## src/sv/smbs_pkg.sv

```systemverilog
`timescale 1ns / 1ps
`default_nettype none
// ----------------------------------------------------------------------------
// smbs_pkg
// Shared types and codes for the SPI byte serializer: request descriptor,
// sequencer phases and the per-interval pin record.
// ----------------------------------------------------------------------------
package smbs_pkg;

  localparam logic [1:0] OP_READ    = 2'd2;

  localparam logic [1:0] CHIP_ACCEL = 2'd0;
  localparam logic [1:0] CHIP_GYRO  = 2'd1;
  localparam logic [1:0] CHIP_NONE  = 2'd2;

  // Last half-bit interval of a byte.
  localparam logic [3:0] HALF_BIT_LAST = 4'd15;

  // One classified byte request, as queued between front and back.
  typedef struct packed {
    logic [1:0] chip;     // select line for this transaction
    logic [1:0] pre;      // select-low intervals before the bits (0..2)
    logic       gap;      // idle interval before the first read byte
    logic       is_read;  // drive mosi low and return the sampled byte
    logic       rel;      // select release interval after the bits
    logic [7:0] tx;
    logic [7:0] miso;
  } desc_t;

  typedef enum logic [2:0] {
    PH_EMPTY,
    PH_PRE,
    PH_GAP,
    PH_BIT,
    PH_REL
  } phase_t;

  // Pin levels and status of one half-bit interval.
  typedef struct packed {
    logic       sclk;
    logic       mosi;
    logic       cs_accel_n;
    logic       cs_gyro_n;
    logic [7:0] rx_byte;
    logic       rx_valid;
    logic       end_of_run;
  } intvl_t;

endpackage
`default_nettype wire

```

## src/sv/smbs_front.sv

```systemverilog
`timescale 1ns / 1ps
`default_nettype none
// ----------------------------------------------------------------------------
// smbs_front
// Accepts byte requests, tracks the open transaction and classifies each
// request into a descriptor for the back-end sequencer.
// ----------------------------------------------------------------------------
module smbs_front
  import smbs_pkg::*;
(
  input  wire logic        clk,
  input  wire logic        rst,
  input  wire logic        s_tvalid,
  output      logic        s_tready,
  input  wire logic [15:0] s_tdata,   // tx_byte[7:0], miso_bits[15:8]
  input  wire logic [4:0]  s_tuser,   // operation[1:0], chip[3:2], read_transaction[4]
  input  wire logic        s_tlast,   // last_byte
  input  wire logic        q_full,
  output      logic        push,
  output      desc_t       desc
);

  logic       in_tr;
  logic [1:0] sel_chip;
  logic       rd_started;

  logic [1:0] chip_in;
  logic [1:0] chip_use;
  logic       started_use;
  logic       is_read;
  logic       real_chip;

  assign s_tready = !q_full;
  assign push     = s_tvalid && !q_full;

  always_comb begin
    chip_in = (s_tuser[3:2] == 2'd3) ? CHIP_NONE : s_tuser[3:2];
    if (!in_tr) begin
      chip_use    = chip_in;
      started_use = 1'b0;
    end else begin
      chip_use    = sel_chip;
      started_use = rd_started;
    end
    real_chip = (chip_use != CHIP_NONE);
    is_read   = (s_tuser[1:0] == OP_READ);

    desc.chip    = chip_use;
    // open a transaction: one select-low interval, two for a read transaction
    desc.pre     = (!in_tr && real_chip) ? (s_tuser[4] ? 2'd2 : 2'd1) : 2'd0;
    desc.gap     = is_read && !started_use;
    desc.is_read = is_read;
    desc.rel     = s_tlast && real_chip;
    desc.tx      = s_tdata[7:0];
    desc.miso    = s_tdata[15:8];
  end

  always_ff @(posedge clk) begin
    if (rst) begin
      in_tr      <= 1'b0;
      sel_chip   <= CHIP_NONE;
      rd_started <= 1'b0;
    end else if (push) begin
      if (s_tlast) begin
        in_tr      <= 1'b0;
        sel_chip   <= CHIP_NONE;
        rd_started <= 1'b0;
      end else begin
        in_tr      <= 1'b1;
        sel_chip   <= chip_use;
        rd_started <= started_use || is_read;
      end
    end
  end

endmodule
`default_nettype wire

```

## src/sv/smbs_queue.sv

```systemverilog
`timescale 1ns / 1ps
`default_nettype none
// ----------------------------------------------------------------------------
// smbs_queue
// Small descriptor FIFO that decouples request intake from pin sequencing.
// ----------------------------------------------------------------------------
module smbs_queue
  import smbs_pkg::*;
#(
  parameter int DEPTH = 2
) (
  input  wire logic  clk,
  input  wire logic  rst,
  input  wire logic  push,
  input  wire desc_t wdata,
  output      logic  full,
  input  wire logic  pop,
  output      desc_t rdata,
  output      logic  empty
);

  localparam int PW = $clog2(DEPTH);
  localparam int CW = $clog2(DEPTH + 1);

  desc_t          entry [DEPTH];
  logic [PW-1:0]  wptr;
  logic [PW-1:0]  rptr;
  logic [CW-1:0]  count;

  assign full  = (count == CW'(DEPTH));
  assign empty = (count == '0);
  assign rdata = entry[rptr];

  always_ff @(posedge clk) begin
    if (push) begin
      entry[wptr] <= wdata;
    end
  end

  always_ff @(posedge clk) begin
    if (rst) begin
      wptr  <= '0;
      rptr  <= '0;
      count <= '0;
    end else begin
      if (push) begin
        wptr <= (wptr == PW'(DEPTH - 1)) ? '0 : wptr + 1'b1;
      end
      if (pop) begin
        rptr <= (rptr == PW'(DEPTH - 1)) ? '0 : rptr + 1'b1;
      end
      case ({push, pop})
        2'b10:   count <= count + 1'b1;
        2'b01:   count <= count - 1'b1;
        default: count <= count;
      endcase
    end
  end

endmodule
`default_nettype wire

```

## src/sv/smbs_back.sv

```systemverilog
`timescale 1ns / 1ps
`default_nettype none
// ----------------------------------------------------------------------------
// smbs_back
// Pin sequencer: walks each descriptor through select-low, gap, sixteen
// half-bit and release intervals, one interval per cycle into an output
// register while the output is not stalled.
// ----------------------------------------------------------------------------
module smbs_back
  import smbs_pkg::*;
(
  input  wire logic   clk,
  input  wire logic   rst,
  input  wire desc_t  q_desc,
  input  wire logic   q_empty,
  output      logic   pop,
  output      logic   m_tvalid,
  input  wire logic   m_tready,
  output      intvl_t m_intvl
);

  phase_t     phase;
  phase_t     phase_next;
  logic [3:0] cnt;
  logic [3:0] cnt_next;
  desc_t      cur;
  logic       mosi_level;

  logic       adv;
  logic       load;
  logic       final_iv;
  logic       bit_lvl;
  logic       cs_on;
  intvl_t     iv;

  function automatic phase_t first_phase(input desc_t d);
    if (d.pre != 2'd0) begin
      return PH_PRE;
    end else if (d.gap) begin
      return PH_GAP;
    end
    return PH_BIT;
  endfunction

  assign adv = !m_tvalid || m_tready;

  // interval contents for the current phase
  always_comb begin
    bit_lvl  = cur.is_read ? 1'b0 : cur.tx[~cnt[3:1]];
    cs_on    = 1'b1;
    final_iv = 1'b0;
    iv       = '0;
    iv.mosi  = mosi_level;
    case (phase)
      PH_BIT: begin
        iv.sclk     = cnt[0];
        iv.mosi     = bit_lvl;
        iv.rx_valid = cur.is_read && (cnt == HALF_BIT_LAST);
        iv.rx_byte  = iv.rx_valid ? cur.miso : 8'd0;
        final_iv    = (cnt == HALF_BIT_LAST) && !cur.rel;
      end
      PH_REL: begin
        cs_on    = 1'b0;
        final_iv = 1'b1;
      end
      default: begin
      end
    endcase
    iv.cs_accel_n = !(cs_on && cur.chip == CHIP_ACCEL);
    iv.cs_gyro_n  = !(cs_on && cur.chip == CHIP_GYRO);
    iv.end_of_run = final_iv;
  end

  // phase and counter advance
  always_comb begin
    phase_next = phase;
    cnt_next   = cnt;
    load       = 1'b0;
    case (phase)
      PH_EMPTY: begin
        load = !q_empty;
      end
      PH_PRE, PH_GAP, PH_BIT, PH_REL: begin
        if (adv) begin
          if (final_iv) begin
            load = !q_empty;
            if (q_empty) begin
              phase_next = PH_EMPTY;
            end
          end else if (phase == PH_PRE) begin
            if (cnt[1:0] == cur.pre - 2'd1) begin
              cnt_next   = 4'd0;
              phase_next = cur.gap ? PH_GAP : PH_BIT;
            end else begin
              cnt_next = cnt + 4'd1;
            end
          end else if (phase == PH_GAP) begin
            cnt_next   = 4'd0;
            phase_next = PH_BIT;
          end else if (cnt == HALF_BIT_LAST) begin
            phase_next = PH_REL;
          end else begin
            cnt_next = cnt + 4'd1;
          end
        end
      end
      default: begin
        phase_next = PH_EMPTY;
      end
    endcase
    if (load) begin
      phase_next = first_phase(q_desc);
      cnt_next   = 4'd0;
    end
  end

  assign pop = load;

  always_ff @(posedge clk) begin
    if (rst) begin
      phase      <= PH_EMPTY;
      cnt        <= 4'd0;
      m_tvalid   <= 1'b0;
      mosi_level <= 1'b0;
    end else begin
      phase <= phase_next;
      cnt   <= cnt_next;
      if (adv) begin
        m_tvalid <= (phase != PH_EMPTY);
        if (phase == PH_BIT) begin
          mosi_level <= bit_lvl;
        end
      end
    end
  end

  always_ff @(posedge clk) begin
    if (load) begin
      cur <= q_desc;
    end
    if (adv && phase != PH_EMPTY) begin
      m_intvl <= iv;
    end
  end

endmodule
`default_nettype wire

```

## src/sv/spi_master_byte_serializer_unit.sv

```systemverilog
`timescale 1ns / 1ps
`default_nettype none
// Mode 0 SPI master, MSB first, fed one byte request at a time and emitting
// one record of pin levels per half-bit interval. A byte takes sixteen
// half-bit intervals for its bits, plus one or two select-low intervals on
// the first byte, one gap before the first read byte and one release
// interval on the last byte; the back-end sequencer produces one interval
// per cycle while the output is not stalled. Requests queue in a small FIFO,
// so the next byte is taken while the current one is still being sequenced.
// ----------------------------------------------------------------------------
// spi_master_byte_serializer_unit
// Top level: request front end, descriptor queue and pin sequencer.
// ----------------------------------------------------------------------------
module spi_master_byte_serializer_unit
  import smbs_pkg::*;
#(
  parameter int QUEUE_DEPTH = 2
) (
  input  wire logic        clk,
  input  wire logic        rst,
  input  wire logic        s_tvalid,
  output      logic        s_tready,
  input  wire logic [15:0] s_tdata,   // tx_byte[7:0], miso_bits[15:8]
  input  wire logic [4:0]  s_tuser,   // operation[1:0], chip[3:2], read_transaction[4]
  input  wire logic        s_tlast,   // last_byte
  output      logic        m_tvalid,
  input  wire logic        m_tready,
  output      logic [15:0] m_tdata,   // sclk[0], mosi[1], cs_accel_n[2], cs_gyro_n[3],
                                      // rx_byte[11:4], zero[15:12]
  output      logic [0:0]  m_tuser,   // rx_valid[0]
  output      logic        m_tlast    // end_of_run
);

  desc_t  f_desc;
  desc_t  q_desc;
  logic   push;
  logic   pop;
  logic   q_full;
  logic   q_empty;
  intvl_t m_intvl;

  smbs_front u_front (
    .clk      (clk),
    .rst      (rst),
    .s_tvalid (s_tvalid),
    .s_tready (s_tready),
    .s_tdata  (s_tdata),
    .s_tuser  (s_tuser),
    .s_tlast  (s_tlast),
    .q_full   (q_full),
    .push     (push),
    .desc     (f_desc)
  );

  smbs_queue #(
    .DEPTH (QUEUE_DEPTH)
  ) u_queue (
    .clk   (clk),
    .rst   (rst),
    .push  (push),
    .wdata (f_desc),
    .full  (q_full),
    .pop   (pop),
    .rdata (q_desc),
    .empty (q_empty)
  );

  smbs_back u_back (
    .clk      (clk),
    .rst      (rst),
    .q_desc   (q_desc),
    .q_empty  (q_empty),
    .pop      (pop),
    .m_tvalid (m_tvalid),
    .m_tready (m_tready),
    .m_intvl  (m_intvl)
  );

  assign m_tdata = {4'b0000, m_intvl.rx_byte, m_intvl.cs_gyro_n, m_intvl.cs_accel_n,
                    m_intvl.mosi, m_intvl.sclk};
  assign m_tuser = m_intvl.rx_valid;
  assign m_tlast = m_intvl.end_of_run;

endmodule
`default_nettype wire

```

## config.mk

```make
export PLATFORM = sky130hd
export DESIGN_NAME = spi_master_byte_serializer_unit
export DESIGN_NICKNAME = d
export VERILOG_FILES = /design/src/sv/smbs_pkg.sv /design/src/sv/smbs_front.sv /design/src/sv/smbs_queue.sv /design/src/sv/smbs_back.sv /design/src/sv/spi_master_byte_serializer_unit.sv
export SDC_FILE = /design/constraint.sdc
export NUM_CORES = 1
export LEC_CHECK = 0
export BUFFER_PORTS_ARGS = -buffer_cell sky130_fd_sc_hd__buf_2
export CORE_MARGIN = 4
export CORE_UTILIZATION = 35
export DETAILED_ROUTE_END_ITERATION = 6
export PLACE_DENSITY = 0.64
export SLEW_MARGIN = 15
export SYNTH_ARGS = -nofsm -noshare
export SYNTH_HDL_FRONTEND = slang
export SYNTH_SLANG_ARGS = --single-unit
export TNS_END_PERCENT = 30
```

## constraint.sdc

```tcl
create_clock -name clk -period 2.8 [get_ports clk]
set_input_delay 0.28 -clock clk [delete_from_list [all_inputs] [get_ports clk]]
set_output_delay 0.28 -clock clk [all_outputs]
set_load 0.1 [all_outputs]
```

==> summary.md, run 1 <==
| Metric | Value |
|---|---|
| Final #Nets | `approximately 340` |
| Fill count | `996` |
| Area of the mapped netlist | `around 0.0040 mm2` |
| Worst-Margin Slew | `about 0.5 ns` |
| Gate Count Post-Synth | `264` |
| Area growth syn-to-layout | `18.28%` |
| Placed Instances | `about 440` |
| Area contributors post-synth | `edfxtp_1 63%, dfxtp_1 9.1%, mux2_2 7.1%, a21oi_1 2.1%, nor2_1 1.9%` |
| Post-synthesis async set-or-reset flop share | `0%` |
| Req. time, crit path | `3.07 ns` |
| Top cell type's share of synthesized area | `62.80%` |
| TritonCTS clock tree | `built` |
| Hold Path Origin | `s_tdata[12]` |
| CP Launch Type | `flop` |
| Storage cell area | `0.002853 mm2` |
| Gr ovfl total | `0` |
| Initial core utilization | `between 30% and 40%` |
| Commonest cells post-synth | `83 x edfxtp_1, 25 x mux2_2, 20 x nor2_1` |
| Total GRT Usage | `between 10% and 20%` |
| Die footprint | `around 0.013 mm2` |
| Final Non-Filler Cells | `~460` |
| Worst r2r src | `u_back.cnt[1]` |
| Die W | `~110 um` |
| Routed WL per cell | `13.86 um` |
| Clock buffer depth | `2` |
| Setup bufs post-CTS | `0` |
| Post-layout min period | `about 2.4 ns` |
| Clock slew at reported path FFs | `about 0.070 ns` |
| Resized Gates After CTS | `0` |
| Crit path DAT | `about 2.7 ns` |
| Clk sinks | `roughly 100` |
| Outcome | `finished clean` |
| Seq cells post-synth | `between 100 and 150` |
| H-tree level count | `3` |
| Hold Fails Final Rpt | `0` |
| Warnings, synthesis | `0` |
| DR vias | `roughly 2200` |
| Port Buffers | `between 40 and 50` |
| Core Area | `approximately 0.011 mm2` |
| Peak supply drop | `548.6 uV` |
| Final setup fails | `0` |
| CTS Buf Count | `9` |
| Initial antenna violation count | `0` |
| Final GP Congestion | `roughly 0.88` |
| Top-level I/O count | `46` |
| DRT Pass-1 Iters | `4` |
| # hold bufs at CTS | `0` |
| Die H | `114.5 um` |
| Top_reg_cell synth | `edfxtp_1` |
| Largest net degree at the start of global routing | `25` |
| Cell taking the most area after synthesis | `edfxtp_1` |
| Reg2Reg Depth | `8` |
| Root buffer cell | `clkbuf_16` |
| Global-route wire length before repair | `between 10000 and 15000 um` |
| Drt drc | `0` |
| Pre-CTS setup slack | `about 0.45 ns` |
| Std cell rows | `38` |
| Antenna cell count | `0` |
| Multi-input gate area | `0.001046 mm2` |
| Clk Latency, worst-skew pair | `around 0.34 ns` |
| Max Cap Viol | `0` |
| Register area share after synthesis | `a little under three quarters` |
| Critical Path Start | `u_back.cnt[1]` |
| Via-to-Cell Ratio | `4.740` |
| Share of post-route cells with drive strength above 1 | `a little over a quarter` |
| Final setup skew | `0.006822 ns` |
| Post-route cell area | `about 0.0047 mm2` |
| Worst hold path class | `input pin to flop` |
| Library cells used by synthesis | `40` |
| Static Leak | `roughly 0.0017 uW` |
| Fmax | `around 420 MHz` |
| Slew Viols, Final | `0` |
| Tcrit/Tclk final | `between 80% and 90%` |
| RSZ-0062 raised after global routing | `false` |
| Total Wirelength | `~6300 um` |
| Crit Path Category | `flop to flop` |
| Top-count cell post-synth | `edfxtp_1` |
| Final core occ | `between 40 and 50%` |
| Crit end category | `flop` |
| Max_slew headroom | `between 60 and 70%` |
| WHS Path Cells | `1` |
| Syn_area_per_cell | `around 15 um2` |
| DRT iter0 DRCs | `90` |
| Power density over the cells | `about 1100 mW/mm2` |
| Post-synth EDFFs | `83` |
| Placed Area | `approximately 0.0044 mm2` |
| Vias in the first global route | `2218` |
| Crit-path max FO | `7` |
| DP HPWL | `about 4400 um` |
| Final worst setup slack | `between 0.4 and 0.5 ns` |
| Post-DRT Antenna Nets | `0` |
-- stage by stage --
step,setup TNS (ns),hold slack (ns),total power (uW)
2_1_floorplan,-6.041,0.3491,3507
3_3_place_gp,0,0.4619,3835
3_5_place_dp,0,0.4682,3864
4_1_cts,0,0.1162,5261
5_1_grt,0,0.1196,5452
6_report,0,0.1321,5202
-- worst paths after layout --
kind / slack, ns / to
setup / recovery: 0.42 / u_queue.count[1]
hold / removal: 0.13 / u_queue.entry[0][4]
setup reg to reg: 0.42 / u_queue.count[1]
hold reg to reg: 0.48 / u_front.rd_started
-- metal layers --
layer  track usage [%]  routed length, um  part of all wire, %
met1             13.62               2804                   44
met2             16.57               3037                   48
met3             3.277                408                  6.4
met4             3.563                 96                  1.5
met5                 0                  0                    0
-- power breakdown --
part / total, uW / internal [uW] / switching [uW]
clock: 1390 / 877 / 513
combinational: 1560 / 397 / 1170
sequential: 2250 / 2100 / 145
-- cell usage in the layout (no fill, tap or decap), types with 3 or more instances in the layout --
master     count
inv_1          7
dfxtp_1       18
nand2_1        9
clkbuf_16      9
and2_1        10
nor3_1         4
a21oi_1       17
nor3b_1        4
conb_1         4
xnor2_1        4
o21ai_0        6
bufinv_16      3
nand2b_1       6
nand3_1        3
nor2_1        18
buf_2         41
buf_4          4
edfxtp_1      83
or3_1          4
mux2_2        25
nor2b_1        3
-- registers in the layout, indices dropped and copies added, names as in the netlist, 2 cells and up, named ones only --
| signal | flops |
|---|---|
| u_back.cnt | 4 |
| u_back.m_intvl | 14 |
| u_back.cur | 23 |
| u_queue.entry | 46 |
| u_queue.count | 2 |
| u_back.phase | 3 |
| u_front.sel_chip | 2 |
-- kinds of logic (layout without fill, tap and decap cells) --
| family | after synthesis | count (layout) | share of synthesized area (%) |
|---|---|---|---|
| AOI/OAI and AO/OA | 38 | 38 | 5.769 |
| xor gates and xnor gates | 5 | 5 | 1.103 |
| adders and majority gates | 2 | 2 | 0.6304 |
| buffers and inverters | 18 | 69 | 2.175 |
| DFF | 101 | 101 | 71.88 |
| muxes | 29 | 29 | 8.922 |
| other | 1 | 4 | 0.09449 |
| and+or+nand+nor | 70 | 70 | 9.426 |
-- worst max-delay path: stages, from the launching register on --
cell and delay (ns):
dfxtp_1 0.46, ha_1 0.27, and4b_1 0.25, a31oi_1 0.09, a211o_1 0.36, inv_1 0.11
ha_1 0.26, or3_1 0.36, a21oi_1 0.14
-- area by class of cell --
type,count,share of cell area [%]
flip-flops and latches,101,60.77
multi-input cells,148,22.28
repair buffers,46,5.437
clock buffers,11,4.957
well taps,140,3.731
clock inverters,5,2.265
inverters,7,0.5597
No activity file was read; power rests on OpenSTA's default activity.
==> run 2: changes to the inputs <==
--- a/config.mk
+++ b/config.mk
@@ -5,6 +5,7 @@
 export SDC_FILE = /design/constraint.sdc
 export NUM_CORES = 1
 export LEC_CHECK = 0
+export ABC_AREA = 1
 export BUFFER_PORTS_ARGS = -buffer_cell sky130_fd_sc_hd__buf_2
 export CORE_MARGIN = 4
 export CORE_UTILIZATION = 35
==> run 2 against run 1 <==
- cell area rose by 1.9%
- count of clock-buffer cells in the layout down 2
- synthesized area rose by 3.2%
- critical endpoint unchanged
- sequential share of layout area decreased by 1.1 points
- largest power group unchanged
- worst hold slack worse by 0.0098 ns
- cell count rose by 16%
- fmax is 15% higher
- clock skew decreased by 0.00061 ns
==> summary.md, run 2 <==
| Metric | Value |
|---|---|
| Outcome | `finished clean` |
| Most frequent cells in the layout | `83 x edfxtp_1, 42 x nand2_1, 41 x buf_2, 40 x inv_1, 34 x nor2_1` |
| Worst-Margin Slew | `0.5193 ns` |
| TritonCTS clock tree | `built` |
| Setup bufs post-CTS | `0` |
| Worst hold path class | `input pin to flop` |
| DRT Pass-1 Iters | `4` |
| DRT iter0 DRCs | `between 100 and 150` |
| Clock buffer depth | `2` |
| Resized Gates After CTS | `0` |
| Std cell rows | `39` |
| WHS Path Cells | `1` |
| Crit end category | `flop` |
| Final setup fails | `0` |
| Top-level I/O count | `46` |
| Storage cell area | `around 0.0029 mm2` |
| Gr ovfl total | `0` |
| Total GRT Usage | `between 10% and 20%` |
| Final #Nets | `about 410` |
| Largest registers | `u_queue.entry x46, u_back.cur x23, u_back.m_intvl x14` |
| Final setup skew | `about 0.0062 ns` |
| Routed WL per cell | `around 13 um` |
| RSZ-0062 raised after global routing | `false` |
| Post-route setup TNS | `0 ns` |
| Power density over the cells | `~1100 mW/mm2` |
| Post-layout min period | `slightly above 2 ns` |
| Worst r2r src | `u_back.cnt[1]` |
| DR vias | `between 2000 and 2500` |
| Post-synthesis async set-or-reset flop share | `0%` |
| Fill count | `1067` |
| Max stage delay on crit path | `roughly 0.48 ns` |
| Reg2Reg Depth | `10` |
| DP HPWL | `about 4900 um` |
| Die W | `116.2 um` |
| Fmax | `just under 500 MHz` |
| Hold Path Origin | `s_tdata[9]` |
| Commonest cells post-synth | `83 x edfxtp_1, 42 x nand2_1, 40 x inv_1` |
| Clock slew at reported path FFs | `about 0.070 ns` |
| R2R Path End | `u_queue.count[1]` |
| Warnings, synthesis | `0` |
| Via-to-Cell Ratio | `between 4 and 5` |
| Placed Area | `0.004492 mm2` |
| WP buf/inv | `0` |
| Top cell type's share of synthesized area | `about three fifths` |
| CP Launch Type | `flop` |
| Syn_area_per_cell | `about 12 um2` |
| CTS Buf Count | `9` |
| Crit-path max FO | `9` |
| Post-synth EDFFs | `83` |
| Crit-path slowest cell | `dfxtp_1` |
| Cell taking the most area after synthesis | `edfxtp_1` |
| Final GP Congestion | `a little under 0.8` |
| Hold Fails Final Rpt | `0` |
| Initial antenna violation count | `0` |
| Multi-input gate area | `around 0.0010 mm2` |
| Root buffer cell | `clkbuf_16` |
| Crit path DAT | `around 2.3 ns` |
| Area growth syn-to-layout | `16.83%` |
| Clk Latency, worst-skew pair | `~0.34 ns` |
| Die footprint | `about 0.013 mm2` |
| Library cells used by synthesis | `34` |
| Vias in the first global route | `~2500` |
| Max_slew headroom | `65.35%` |
| Die H | `116.2 um` |
| Critical-path cell list | `ha_1 -> nand4_1 -> nand2_1 -> nand4_1 -> nand2_2 -> ha_1 -> a21oi_1 -> o21ai_0 -> o21ai_0 -> a21oi_1` |
| Total Wirelength | `around 7000 um` |
| Port Buffers | `41` |
| Reg with most FFs | `u_queue.entry` |
| Crit Path Category | `flop to flop` |
| Post-route cell area | `approximately 0.0048 mm2` |
| Initial core utilization | `35.86%` |
| Top_reg_cell synth | `edfxtp_1` |
| Area of the mapped netlist | `0.004095 mm2` |
| Drt drc | `0` |
| Reg-to-reg setup timing slack | `0.73 ns` |
| Top-count cell post-synth | `edfxtp_1` |
| Register area share after synthesis | `between 60 and 70%` |
| Delay-heaviest family, CP | `adder cells` |
| Core Area | `~0.011 mm2` |
| Largest net degree at the start of global routing | `30` |
| Hold endpoint | `u_queue.entry[0][1]` |
| Req. time, crit path | `approximately 3.0 ns` |
| Static Leak | `0.001860 uW` |
| Share of post-route cells with drive strength above 1 | `a little over a quarter` |
| Max reg flops | `46` |
| Peak supply drop | `approximately 650 uV` |
| Area contributors post-synth | `edfxtp_1 61%, dfxtp_1 8.8%, mux2_2 5.8%, nand2_1 3.8%, inv_1 3.7%` |
| Tcrit/Tclk final | `around 74%` |
| Gate Count Post-Synth | `330` |
| # hold bufs at CTS | `0` |
| H-tree level count | `3` |
| Slew Viols, Final | `0` |
| Seq cells post-synth | `101` |
| Critical path depth | `10` |
| Antenna cell count | `0` |
| Commonest non-fill, non-tap cell in the layout | `edfxtp_1` |
| Post-DRT Antenna Nets | `0` |
| Max Cap Viol | `0` |
| Global-route wire length before repair | `between 10000 and 15000 um` |
| Clk sinks | `between 100 and 150` |
-- run 2: how the worst max path moves through the flow --
stage,startpoint,to
after detailed placement,u_back.cnt[1],u_queue.count[1]
after CTS,u_back.cnt[1],u_queue.count[1]
after global routing,u_back.cnt[1],u_queue.count[1]
after floorplan,u_queue.count[0],u_queue.entry[0][0]
final,u_back.cnt[1],u_queue.count[1]
after global placement,u_back.cnt[1],u_queue.count[1]
-- run 2: metal layers --
layer | part of all wire, % | wire (um) | global-route usage [%]
met5 | 0 | 0 | 0
met4 | 2.6 | 176 | 6.497
met3 | 5.9 | 404 | 2.332
met2 | 47 | 3229 | 17.64
met1 | 44 | 3029 | 13.94
-- run 2: power breakdown --
part / internal, uW / leakage (uW) / switching [uW]
Combinational: 459 / 0.000791 / 1450
Clock: 624 / 0.000139 / 562
Sequential: 2150 / 0.000930 / 142
-- run 2: cells by family after synthesis --
| kind of cell | after synthesis | share of synthesized area (%) |
|---|---|---|
| adders and majority gates | 2 | 0.6110 |
| AOI/OAI and AO/OA | 42 | 5.775 |
| and+or+nand+nor | 109 | 12.40 |
| DFF | 101 | 69.66 |
| other | 1 | 0.09157 |
| buffers and inverters | 52 | 5.255 |
| xor gates and xnor gates | 2 | 0.4278 |
| muxes | 21 | 5.775 |
-- run 2: layout make-up --
| cell class | instances | area share [%] |
|---|---|---|
| tap | 143 | 3.740 |
| clock buffer | 9 | 4.707 |
| multi-input combinational | 180 | 21.81 |
| inverter | 43 | 3.373 |
| sequential | 101 | 59.62 |
| timing repair buffer | 46 | 5.335 |
| clock inverter | 7 | 1.412 |
-- run 2: worst register-to-register path: stages, from the launching register on --
cell     delay (ns)
dfxtp_1        0.48
ha_1           0.26
nand4_1        0.18
nand2_1        0.13
nand4_1        0.10
nand2_2        0.08
ha_1           0.25
a21oi_1        0.12
o21ai_0        0.12
o21ai_0        0.17
a21oi_1        0.06
-- run 2: per-stage QoR --
step | power, uW | std cells | hold WS [ns] | setup WS (ns) | util [%]
4_1_cts | 5449 | 529 | 0.1079 | 0.7330 | 41.90
3_5_place_dp | 4259 | 513 | 0.4548 | 0.7598 | 39.34
2_1_floorplan | 3843 | 333 | 0.3491 | -0.08393 | -
6_report | 5391 | 529 | 0.1223 | 0.7252 | 41.90
3_3_place_gp | 4204 | 513 | 0.4364 | 0.8269 | 39.34
5_1_grt | 5716 | 529 | 0.1156 | 0.4551 | 41.90
